### src/rtl/lste_pkg.sv
// shared types, constants and command codes of the lsb stego text extractor
`default_nettype none
package lste_pkg;

  localparam int MARK_LEN   = 28;
  localparam int HOLD_DEPTH = MARK_LEN - 1;
  localparam int CNT_W      = $clog2(HOLD_DEPTH + 1);

  // end marker text, first character first
  localparam logic [7:0] END_MARK [MARK_LEN] = '{
    8'h2F, 8'h2A, 8'h34, 8'h30, 8'h34, 8'h20, 8'h45, 8'h4E, 8'h44, 8'h20,
    8'h4F, 8'h46, 8'h20, 8'h46, 8'h4F, 8'h52, 8'h4D, 8'h41, 8'h54, 8'h45,
    8'h44, 8'h20, 8'h43, 8'h4F, 8'h44, 8'h45, 8'h2A, 8'h2F
  };

  // result source codes
  localparam logic [1:0] OUT_HELD  = 2'd0;
  localparam logic [1:0] OUT_FOUND = 2'd1;
  localparam logic [1:0] OUT_NULL  = 2'd2;

  typedef struct packed {
    logic [7:0] channel_byte;
    logic       end_of_image;
  } in_item_t;

  typedef struct packed {
    logic [7:0] text_byte;
    logic       byte_valid;
    logic       marker_found;
    logic       last;
  } out_item_t;

  typedef struct packed {
    logic       shift_bit;
    logic       store_byte;
    logic       clear_bits;
    logic       clear_held;
    logic       pop;
    logic       load_out;
    logic [1:0] out_sel;
    logic       out_last;
  } cmd_t;

  typedef struct packed {
    logic byte_done;
    logic marker_hit;
    logic held_full;
    logic held_empty;
    logic held_one;
    logic out_free;
  } status_t;

endpackage
`default_nettype wire

### src/rtl/lste_datapath.sv
// bit assembler, 27-byte delay line, marker compare and result register
`default_nettype none
module lste_datapath (
  input  wire logic              clk,
  input  wire logic              rst_n,
  input  wire lste_pkg::in_item_t in_data,
  input  wire lste_pkg::cmd_t    cmd,
  output      lste_pkg::status_t sts,
  input  wire logic              out_stall,
  output      logic              out_valid,
  output      lste_pkg::out_item_t out_data
);

  logic [2:0]                 bit_count_r, bit_count_nxt;
  logic [7:0]                 partial_r, partial_nxt;
  logic [7:0]                 held_r   [lste_pkg::HOLD_DEPTH];
  logic [7:0]                 held_nxt [lste_pkg::HOLD_DEPTH];
  logic [lste_pkg::CNT_W-1:0] held_count_r, held_count_nxt;
  logic                       match_r, match_nxt;
  logic                       out_valid_r, out_valid_nxt;
  lste_pkg::out_item_t        out_data_r, out_data_nxt;
  logic [7:0]                 newest;
  logic                       held_full;

  assign newest    = {partial_r[6:0], in_data.channel_byte[0]};
  assign held_full = (held_count_r == lste_pkg::CNT_W'(lste_pkg::HOLD_DEPTH));

  assign sts.byte_done  = (bit_count_r == 3'd7);
  assign sts.marker_hit = match_r && (newest == lste_pkg::END_MARK[lste_pkg::MARK_LEN-1]);
  assign sts.held_full  = held_full;
  assign sts.held_empty = (held_count_r == '0);
  assign sts.held_one   = (held_count_r == lste_pkg::CNT_W'(1));
  assign sts.out_free   = !out_valid_r || !out_stall;

  // bit assembly, msb first
  always_comb begin
    bit_count_nxt = bit_count_r;
    partial_nxt   = partial_r;
    if (cmd.clear_bits) begin
      bit_count_nxt = '0;
      partial_nxt   = '0;
    end else if (cmd.shift_bit) begin
      bit_count_nxt = bit_count_r + 3'd1;
      partial_nxt   = (bit_count_r == 3'd7) ? 8'd0 : newest;
    end
  end

  // delay line: oldest at entry 0
  always_comb begin
    held_nxt       = held_r;
    held_count_nxt = held_count_r;
    if (cmd.clear_held) begin
      held_count_nxt = '0;
    end else if (cmd.pop || (cmd.store_byte && held_full)) begin
      for (int i = 0; i < lste_pkg::HOLD_DEPTH - 1; i++) begin
        held_nxt[i] = held_r[i+1];
      end
      if (cmd.store_byte) begin
        held_nxt[lste_pkg::HOLD_DEPTH-1] = newest;
      end else begin
        held_count_nxt = held_count_r - lste_pkg::CNT_W'(1);
      end
    end else if (cmd.store_byte) begin
      for (int i = 0; i < lste_pkg::HOLD_DEPTH; i++) begin
        if (held_count_r == lste_pkg::CNT_W'(i)) begin
          held_nxt[i] = newest;
        end
      end
      held_count_nxt = held_count_r + lste_pkg::CNT_W'(1);
    end
  end

  // full line against the first 27 marker bytes, refreshed every cycle
  always_comb begin
    match_nxt = held_full;
    for (int i = 0; i < lste_pkg::HOLD_DEPTH; i++) begin
      if (held_r[i] != lste_pkg::END_MARK[i]) begin
        match_nxt = 1'b0;
      end
    end
  end

  // result register
  always_comb begin
    out_valid_nxt = out_valid_r && out_stall;
    out_data_nxt  = out_data_r;
    if (cmd.load_out) begin
      out_valid_nxt = 1'b1;
      unique case (cmd.out_sel)
        lste_pkg::OUT_HELD:  out_data_nxt = '{held_r[0], 1'b1, 1'b0, cmd.out_last};
        lste_pkg::OUT_FOUND: out_data_nxt = '{8'd0, 1'b0, 1'b1, 1'b1};
        lste_pkg::OUT_NULL:  out_data_nxt = '{8'd0, 1'b0, 1'b0, 1'b1};
        default:             out_data_nxt = '{8'd0, 1'b0, 1'b0, 1'b1};
      endcase
    end
  end

  always_ff @(posedge clk) begin
    if (!rst_n) begin
      bit_count_r  <= '0;
      partial_r    <= '0;
      held_count_r <= '0;
      match_r      <= 1'b0;
      out_valid_r  <= 1'b0;
    end else begin
      bit_count_r  <= bit_count_nxt;
      partial_r    <= partial_nxt;
      held_count_r <= held_count_nxt;
      match_r      <= match_nxt;
      out_valid_r  <= out_valid_nxt;
    end
  end

  always_ff @(posedge clk) begin
    held_r     <= held_nxt;
    out_data_r <= out_data_nxt;
  end

  assign out_valid = out_valid_r;
  assign out_data  = out_data_r;

endmodule
`default_nettype wire

### src/rtl/lste_ctrl.sv
// controller: run and flush states, stopped flag, datapath commands
`default_nettype none
module lste_ctrl (
  input  wire logic              clk,
  input  wire logic              rst_n,
  input  wire logic              in_valid,
  input  wire lste_pkg::in_item_t in_data,
  output      logic              in_stall,
  input  wire lste_pkg::status_t sts,
  output      lste_pkg::cmd_t    cmd
);

  localparam logic ST_RUN   = 1'b0;
  localparam logic ST_FLUSH = 1'b1;

  logic state_r, state_nxt;
  logic stopped_r, stopped_nxt;
  logic take;
  logic eoi;
  logic hit;

  assign take     = in_valid && sts.out_free && (state_r == ST_RUN);
  assign in_stall = !(sts.out_free && (state_r == ST_RUN));
  assign eoi      = in_data.end_of_image;
  assign hit      = sts.byte_done && sts.marker_hit;

  always_comb begin
    cmd         = '0;
    cmd.out_sel = lste_pkg::OUT_HELD;
    state_nxt   = state_r;
    stopped_nxt = stopped_r;
    unique case (state_r)
      ST_RUN: begin
        if (take && stopped_r) begin
          if (eoi) begin
            stopped_nxt    = 1'b0;
            cmd.clear_bits = 1'b1;
          end
        end else if (take) begin
          cmd.shift_bit = 1'b1;
          if (hit) begin
            cmd.load_out   = 1'b1;
            cmd.out_sel    = lste_pkg::OUT_FOUND;
            cmd.out_last   = 1'b1;
            cmd.clear_held = 1'b1;
            cmd.clear_bits = 1'b1;
            stopped_nxt    = !eoi;
          end else begin
            if (sts.byte_done) begin
              cmd.store_byte = 1'b1;
              if (sts.held_full) begin
                cmd.load_out = 1'b1;
                cmd.out_sel  = lste_pkg::OUT_HELD;
              end
            end
            if (eoi) begin
              cmd.clear_bits = 1'b1;
              if (sts.held_empty && !sts.byte_done) begin
                cmd.load_out = 1'b1;
                cmd.out_sel  = lste_pkg::OUT_NULL;
                cmd.out_last = 1'b1;
              end else begin
                state_nxt = ST_FLUSH;
              end
            end
          end
        end
      end
      ST_FLUSH: begin
        if (sts.out_free) begin
          cmd.load_out = 1'b1;
          cmd.out_sel  = lste_pkg::OUT_HELD;
          cmd.out_last = sts.held_one;
          cmd.pop      = 1'b1;
          if (sts.held_one) begin
            state_nxt = ST_RUN;
          end
        end
      end
      default: begin
        state_nxt = ST_RUN;
      end
    endcase
  end

  always_ff @(posedge clk) begin
    if (!rst_n) begin
      state_r   <= ST_RUN;
      stopped_r <= 1'b0;
    end else begin
      state_r   <= state_nxt;
      stopped_r <= stopped_nxt;
    end
  end

endmodule
`default_nettype wire

### src/rtl/lsb_stego_text_extractor.sv
// top level of the lsb stego text extractor: controller plus datapath
`default_nettype none
// channel   direction  handshake            payload
// in_       input      in_valid / in_stall  channel_byte, end_of_image
// out_      output     out_valid/out_stall  text_byte, byte_valid, marker_found, last
//
// one item a cycle unless in_stall holds it; every eighth item can push a byte out
// end of image without the marker drains the 27-entry delay line, one result a cycle
//   unless the output stalls, through the single result register
// synchronous active-low reset clears control state; delay line contents are not cleared
// a stalled result holds the result register and blocks further input, nothing is lost
module lsb_stego_text_extractor (
  input  wire logic                clk,
  input  wire logic                rst_n,
  input  wire logic                in_valid,
  input  wire lste_pkg::in_item_t  in_data,
  output      logic                in_stall,
  output      logic                out_valid,
  output      lste_pkg::out_item_t out_data,
  input  wire logic                out_stall
);

  lste_pkg::cmd_t    cmd;
  lste_pkg::status_t sts;

  // sequencing: run / flush, stopped after the marker
  lste_ctrl u_ctrl (
    .clk      (clk),
    .rst_n    (rst_n),
    .in_valid (in_valid),
    .in_data  (in_data),
    .in_stall (in_stall),
    .sts      (sts),
    .cmd      (cmd)
  );

  // bits to bytes, delay line, marker compare, result register
  lste_datapath u_dp (
    .clk       (clk),
    .rst_n     (rst_n),
    .in_data   (in_data),
    .cmd       (cmd),
    .sts       (sts),
    .out_stall (out_stall),
    .out_valid (out_valid),
    .out_data  (out_data)
  );

  // result register is never overwritten while a result still waits
  a_no_overwrite: assert property (@(posedge clk) disable iff (!rst_n)
    cmd.load_out |-> sts.out_free)
    else $error("result register overwritten");

  // draining the delay line never overlaps taking input
  a_pop_blocks_input: assert property (@(posedge clk) disable iff (!rst_n)
    cmd.pop |-> in_stall)
    else $error("input taken during flush");

  // a found result drops the held bytes
  a_found_clears: assert property (@(posedge clk) disable iff (!rst_n)
    (cmd.load_out && cmd.out_sel == lste_pkg::OUT_FOUND) |=> sts.held_empty)
    else $error("held bytes kept after marker");

  // a result never claims both a byte and the marker
  a_found_or_byte: assert property (@(posedge clk) disable iff (!rst_n)
    out_valid |-> !(out_data.byte_valid && out_data.marker_found))
    else $error("result carries byte and marker");

endmodule
`default_nettype wire
### config.mk
export PLATFORM = sky130hd
export DESIGN_NAME = lsb_stego_text_extractor
export DESIGN_NICKNAME = d
export VERILOG_FILES = /design/src/rtl/lste_pkg.sv /design/src/rtl/lste_datapath.sv /design/src/rtl/lste_ctrl.sv /design/src/rtl/lsb_stego_text_extractor.sv
export SDC_FILE = /design/constraint.sdc
export NUM_CORES = 1
export LEC_CHECK = 0
export BUFFER_PORTS_ARGS = -buffer_cell sky130_fd_sc_hd__buf_4
export CAP_MARGIN = 40
export CORE_UTILIZATION = 40
export DETAILED_ROUTE_END_ITERATION = 10
export PLACE_DENSITY = 0.53
export SLEW_MARGIN = 0
export SYNTH_ARGS = -nofsm -noshare
export SYNTH_HDL_FRONTEND = slang
export SYNTH_SLANG_ARGS = --single-unit
### constraint.sdc
create_clock -name clk -period 7 [get_ports clk]
set_input_delay 1.4 -clock clk [delete_from_list [all_inputs] [get_ports clk]]
set_output_delay 1.4 -clock clk [all_outputs]
set_load 0.01 [all_outputs]
==> reports/metrics.csv, run 1 <==
stage;metric;value;unit
setup_path;crit_family;compound AO/OA/AOI/OAI gates;
outcome;status;finished, violations left;
synthesis;synth_cells;976;
global_routing;grt_pass1_wl;39200;um
finish;final_nets;1013;
finish;final_cell_area;12000;sq um
sta;fin_crit_sh;0.511;
setup_path;crit_path_cell_trace;buf_4 -> a21oi_2 -> inv_2 -> or2_1 -> nor2_1 -> nor2_1 -> buf_4 -> a21oi_1;
sta;setup_violations;0;
finish;syn2layout_area_growth;11.6;%
clocking;post_cts_buffers;0;
finish;final_common_cell;nand2_1;
sta;max_freq;0.280;GHz
route;wirelength;24800;um
clocking;cts-buffers-inserted;27;
global_routing;grt.total_usage;0.182;
floorplan;ioPinCount;26;
setup_path;critical_path_arrival;3.74;ns
pwr;vdd_drop_max;0.000133;V
sta;hold_viol;0;
synthesis;ys_warn_count;0;
synthesis;syn_area;10700;sq um
placement;port_buffers;18;
clocking;cts_tree;built;
outcome;violations;DRC;
global_routing;grt.overflow.total;0;
setup_path;endpoint_kind;flip-flop;
setup_path;start_kind;input port;
pwr;p_per_area;297;nW/um^2
synthesis;synthSimpleGateAreaFrac;0.253;
global_routing;grt_start_max_net_pins;120;
setup_path;required;7.16;ns
synthesis;syn_nets;997;
placement;gp_congestion;0.802;
synthesis;synth_top_family_by_area;simple AND/OR/NAND/NOR gates;
setup_path;crit_type;input port to flip-flop;
floorplan;die-area;27500;sq um
floorplan;fp.dieW;166;um
clocking;cts_resized;0;
synthesis;syn_avg_cell_area;11.0;sq um
synthesis;synth_fa_ha_area_frac;0.00934;
finish;final_util;0.457;
synthesis;synth_cell_types;52;
setup_path;worst-path-buf-inv;3;
pwr;p_leak;4.79;nW
placement;dp_hpwl;16300;um
floorplan;fp.coreArea;26200;sq um
pwr;power;3.55;mW
route;dr.pass1.iters;7;
sta;tightest_slew;0.930;ns
synthesis;synth-compound-area-share;0.0319;
clocking;cts.clk_slew.worst_paths;0.06;ns
setup_path;max_stage_delay;0.73;ns
sta;fin_skew;0.0213;ns
clocking;hold_buffers;0;
finish;num-fill-cells;2443;
clocking;cts_buffer_depth;3;
route;vias_per_cell;5.24;
clocking;cts_root_buf;clkbuf_16;
placement;dpl_cell_area;11200;sq um
sta;grt_setup_unrepaired;false;
sta;max_slew_margin;0.380;
clocking;clk_latency;0.54;ns
route;first_iter_violations;526;
finish;drive_gt1_frac;0.0819;
synthesis;synthMuxAreaShare;0;
route;wire_per_inst;18.4;um
floorplan;core.rowCount;59;
job;max_cap_violations;0;
finish;final_cell_mix;458 x nand2_1, 227 x edfxtp_1, 37 x buf_4;
synthesis;synth-xor-area-share;0.00490;
sta;slew_violations;0;
finish;antennaDiodeCount;0;
route;ant_nets;0;
setup_path;path_max_fanout;16;
sta;totalNegativeSetupSlack;0;ns
clocking;clock-sinks;246;
clocking;htree_levels;1;
sta;min_period;3.57;ns
route;drc_errors;2;
synthesis;seq_area_frac_synth;0.671;
global_routing;grt_util_met2;0.291;
synthesis;synth.ff_latch_count;246;
global_routing;met3_usage;0.0249;
setup_path;crit_slowest_cell;a21oi_1;
sta;fin_hold_ws;0.461;ns
global_routing;grtUsageMet1;0.261;
floorplan;die_height;166;um
floorplan;initial_core_util;0.409;
global_routing;gr-max-usage-layer;met2;
global_routing;grt_pass1_vias;6868;
route;vias;7058;
global_routing;antenna_found_initial;0;
min_path;hold_path.class;flip-flop to flip-flop;
==> per-layer routing <==
metal,vias to the layer above,part of all wire
li1,3425,-
met1,3483,0.48
met2,116,0.46
met3,34,0.041
met4,0,0.020
met5,-,0
==> worst min-delay path: cells and delay by family (launching register included) <==
| kind | cells | cell delay [ns] |
|---|---|---|
| AO/OA/AOI/OAI | 1 | 0.05 |
| flip-flops | 1 | 0.31 |
| AND/OR/NAND/NOR | 1 | 0.05 |
==> cell usage after synthesis, drive strengths merged <==
cell,count,area (sq um)
nand2,460,1730
edfxtp,227,6820
buf,45,260
a21oi,37,200
nor4b,21,184
dfxtp,19,380
nor2,17,63.8
nor4,15,93.8
nor2b,14,87.6
nand4,13,87.6
nand3b,10,75.1
nand3,9,45.0
ha,8,100
nor4bb,8,80.1
and4b,7,70.1
clkbuf,7,26.3
inv,7,26.3
nor3,6,41.3
o21ai,6,30.0
nand4b,5,43.8
and3,4,25.0
xor2,4,35.0
a21boi,3,22.5
or4,3,22.5
a31oi,2,12.5
and2,2,12.5
and4,2,17.5
xnor2,2,17.5
a21bo,1,10.0
a21o,1,7.51
a32oi,1,8.76
a41oi,1,8.76
and4bb,1,12.5
nand2b,1,6.26
o2111ai,1,8.76
o211a,1,10.0
o22ai,1,6.26
o311ai,1,8.76
o31ai,1,7.51
or2,1,6.26
or4bb,1,11.3
==> path summary, 6_finish.rpt <==
| kind | start | endpoint | slack (ns) | depth (start not counted) |
|---|---|---|---|---|
| max reg2reg | u_dp.bit_count_r[0] | u_dp.held_r[179] | 3.60 | 8 |
| min | u_dp.bit_count_r[2] | u_dp.bit_count_r[2] | 0.46 | 2 |
| max | out_stall | u_dp.held_r[179] | 3.43 | 8 |
| min reg2reg | u_dp.bit_count_r[2] | u_dp.bit_count_r[2] | 0.46 | 2 |
==> cell type report <==
type                    instances  area, sq um  share of cell area
clock buffers                  43          746              0.0623
well taps                     335          419              0.0350
inverters                       7         26.3             0.00220
repair buffers                 39          318              0.0266
multi-input cells             671         3220               0.269
clock inverters                 7         40.0             0.00335
flip-flops and latches        246         7200               0.601
==> power breakdown <==
group,switching [mW],leakage [nW],internal (mW),total (mW)
registers,0.0433,2.17,1.72,1.77
logic,0.328,2.24,0.166,0.494
clock network,0.564,0.380,0.728,1.29
total,0.936,4.79,2.62,3.55
==> cell families (layout without fill, tap and decap cells) <==
family          Yosys count  after routing
buf+inv                  59             96
compound gates           57             57
xor+xnor                  6              6
fa+ha+maj                 8              8
flops                   246            246
simple gates            600            600
==> flip-flops by register name, summed over array words and instances, names as in the netlist <==
register and cells:
u_ctrl.state_r 1, u_ctrl.stopped_r 1, u_dp.bit_count_r 3, u_dp.held_count_r 5, u_dp.held_r 216, u_dp.match_r 1
u_dp.out_data 11, u_dp.out_valid 1, u_dp.partial_r 7
==> stage by stage <==
stage	instances	setup slack [ns]
final	1348	3.43
after detailed placement	1296	2.90
after floorplan	976	3.56
after CTS	1346	3.47
after global routing	1348	3.20
after global placement	1290	2.89
Note: power is estimated with default switching activity, not from simulation.
==> run 2, diff against run 1 <==
- clock period: 7 -> 3.3 ns (I/O delays scaled with it)
==> run 2 against run 1 <==
  * The flow still finishes with violations (DRC)
  * Non-clock buffer count increased by 30
  * Critical path depth decreased by 2
  * Register-to-register slack got worse by 2.9 ns
  * Combinational power increased by 120%
==> reports/metrics.csv, run 2 (synthesis gave the netlist of run 1 again) <==
stage;metric;value;unit;change
global_routing;grt.total_usage;0.185;;was 0.182
finish;final_cell_area;12300;sq um;was 12000 sq um
setup_path;crit_slowest_cell;dfxtp_1;;was a21oi_1
route;vias;7366;;was 7058
setup_path;required;3.53;ns;was 7.16 ns
placement;dp_hpwl;17100;um;was 16300 um
floorplan;fp.coreArea;26200;sq um;unchanged
global_routing;gr-max-usage-layer;met2;;unchanged
global_routing;grt_util_met2;0.300;;was 0.291
clocking;cts-buffers-inserted;27;;unchanged
finish;drive_gt1_frac;0.110;;was 0.0819
setup_path;crit_type;flip-flop to flip-flop;;was input port to flip-flop
setup_path;start_kind;flip-flop;;was input port
job;max_cap_violations;0;;unchanged
floorplan;die-area;27500;sq um;unchanged
finish;final_cell_mix;458 x nand2_1, 227 x edfxtp_1, 64 x buf_4;;was 458 x nand2_1, 227 x edfxtp_1, 37 x buf_4
setup_path;worst-path-buf-inv;2;;was 3
pwr;vdd_drop_max;0.000359;V;was 0.000133 V
setup_path;path_max_fanout;15;;was 16
sta;setup_violations;0;;unchanged
placement;dpl_cell_area;11400;sq um;was 11200 sq um
floorplan;fp.dieW;166;um;unchanged
finish;multi_input_area;3220;sq um;unchanged
finish;final_common_cell;nand2_1;;unchanged
sta;tightest_slew;0.927;ns;was 0.930 ns
clocking;cts_tree;built;;unchanged
finish;largest_reg_flops;216;;unchanged
finish;regMostFlops;u_dp.held_r;;unchanged
route;dr.pass1.iters;8;;was 7
sta;fin_skew;0.0157;ns;was 0.0213 ns
global_routing;grt.overflow.total;0;;unchanged
global_routing;grt_start_max_net_pins;64;;was 120
sta;fin_crit_sh;0.778;;
finish;num-fill-cells;2408;;was 2443
setup_path;endpoint_kind;flip-flop;;unchanged
setup_path;crit_path_cell_trace;ha_1 -> nand4b_1 -> buf_4 -> and2_1 -> a21boi_0 -> buf_4;;was buf_4 -> a21oi_2 -> inv_2 -> or2_1 -> nor2_1 -> nor2_1 -> buf_4 -> a21oi_1
sta;grt_setup_unrepaired;false;;unchanged
sta;min_period;2.57;ns;
route;vias_per_cell;5.35;;was 5.24
finish;antennaDiodeCount;0;;unchanged
pwr;p_per_area;636;nW/um^2;was 297 nW/um^2
sta;totalNegativeSetupSlack;0;ns;unchanged
outcome;violations;DRC;;unchanged
sta;max_freq;0.390;GHz;
route;drc_errors;2;;unchanged
setup_path;critPathMostFrequentCell;buf_4;;
clocking;clock-sinks;246;;unchanged
global_routing;grtUsageMet1;0.260;;was 0.261
sta;hold_viol;0;;unchanged
clocking;clk_latency;0.53;ns;was 0.54 ns
global_routing;grt_pass1_vias;7236;;was 6868
clocking;cts_root_buf;clkbuf_16;;unchanged
route;ant_nets;0;;unchanged
setup_path;max_stage_delay;0.45;ns;was 0.73 ns
clocking;htree_levels;1;;unchanged
clocking;cts_resized;0;;unchanged
placement;gp_congestion;0.832;;was 0.802
route;wire_per_inst;18.3;um;was 18.4 um
clocking;cts.clk_slew.worst_paths;0.06;ns;about the same
global_routing;grt_pass1_wl;40000;um;was 39200 um
setup_path;crit_family;simple AND/OR/NAND/NOR gates;;was compound AO/OA/AOI/OAI gates
route;wirelength;25100;um;was 24800 um
sta;max_slew_margin;0.376;;was 0.380
sta;slew_violations;0;;unchanged
floorplan;initial_core_util;0.409;;unchanged
pwr;p_leak;5.00;nW;was 4.79 nW
finish;final_nets;1043;;was 1013
finish;syn2layout_area_growth;14.8;%;was 11.6%
floorplan;core.rowCount;59;;unchanged
setup_path;critical_path_arrival;2.79;ns;was 3.74 ns
clocking;post_cts_buffers;0;;unchanged
clocking;hold_buffers;0;;unchanged
min_path;hold_path.class;input port to flip-flop;;was flip-flop to flip-flop
finish;ff_latch_area;7200;sq um;unchanged
global_routing;met3_usage;0.0256;;was 0.0249
floorplan;die_height;166;um;unchanged
setup_path;r2r_slack;0.73;ns;was 3.60 ns
route;first_iter_violations;641;;was 526
placement;port_buffers;18;;unchanged
global_routing;antenna_found_initial;0;;unchanged
clocking;cts_buffer_depth;3;;unchanged
floorplan;ioPinCount;26;;unchanged
outcome;status;finished, violations left;;unchanged
==> run 2: cell count changes in the layout (fill, tap and decap cells not counted), sizes merged <==
cell    change
buf        +30
bufinv      +4
clkbuf     -11
clkinv      +6
inv         -1
==> run 2: final timing paths <==
path | endpoint | depth (start not counted) | from
setup / recovery | u_dp.held_r[2] | 6 | u_dp.held_count_r[1]
hold / removal | u_dp.held_r[0] | 1 | in_data[1]
setup reg to reg | u_dp.held_r[2] | 6 | u_dp.held_count_r[1]
hold reg to reg | u_dp.bit_count_r[1] | 2 | u_dp.bit_count_r[1]
==> run 2: metrics by stage <==
step	util	hold slack, ns	setup slack, ns	total power [mW]	std cells
CTS	0.470	0.343	0.771	7.90	1376
detailed placement	0.437	0.458	0.599	4.92	1328
floorplan	-	0.440	0.597	4.56	976
global placement	0.437	0.452	0.662	4.90	1328
global route	0.470	0.355	0.577	8.17	1376
finish	0.470	0.359	0.733	7.83	1376
==> run 2: cell type report <==
class / count / share of cell area
multi-input cells: 671 / 0.261
well taps: 335 / 0.0340
inverters: 7 / 0.00213
clock inverters: 16 / 0.0143
flip-flops and latches: 246 / 0.584
repair buffers: 69 / 0.0471
clock buffers: 32 / 0.0564
==> run 2: routing by layer <==
| layer | vias up | wire [um] |
|---|---|---|
| met4 | 0 | 633 |
| met5 | - | 0 |
| met1 | 3636 | 11600 |
| li1 | 3488 | - |
| met2 | 201 | 11600 |
| met3 | 41 | 1350 |
==> run 2: power breakdown <==
| group | leakage (nW) | internal (mW) | switching [mW] |
|---|---|---|---|
| logic | 2.41 | 0.387 | 0.704 |
| registers | 2.17 | 3.66 | 0.0951 |
| clock network | 0.420 | 1.80 | 1.19 |
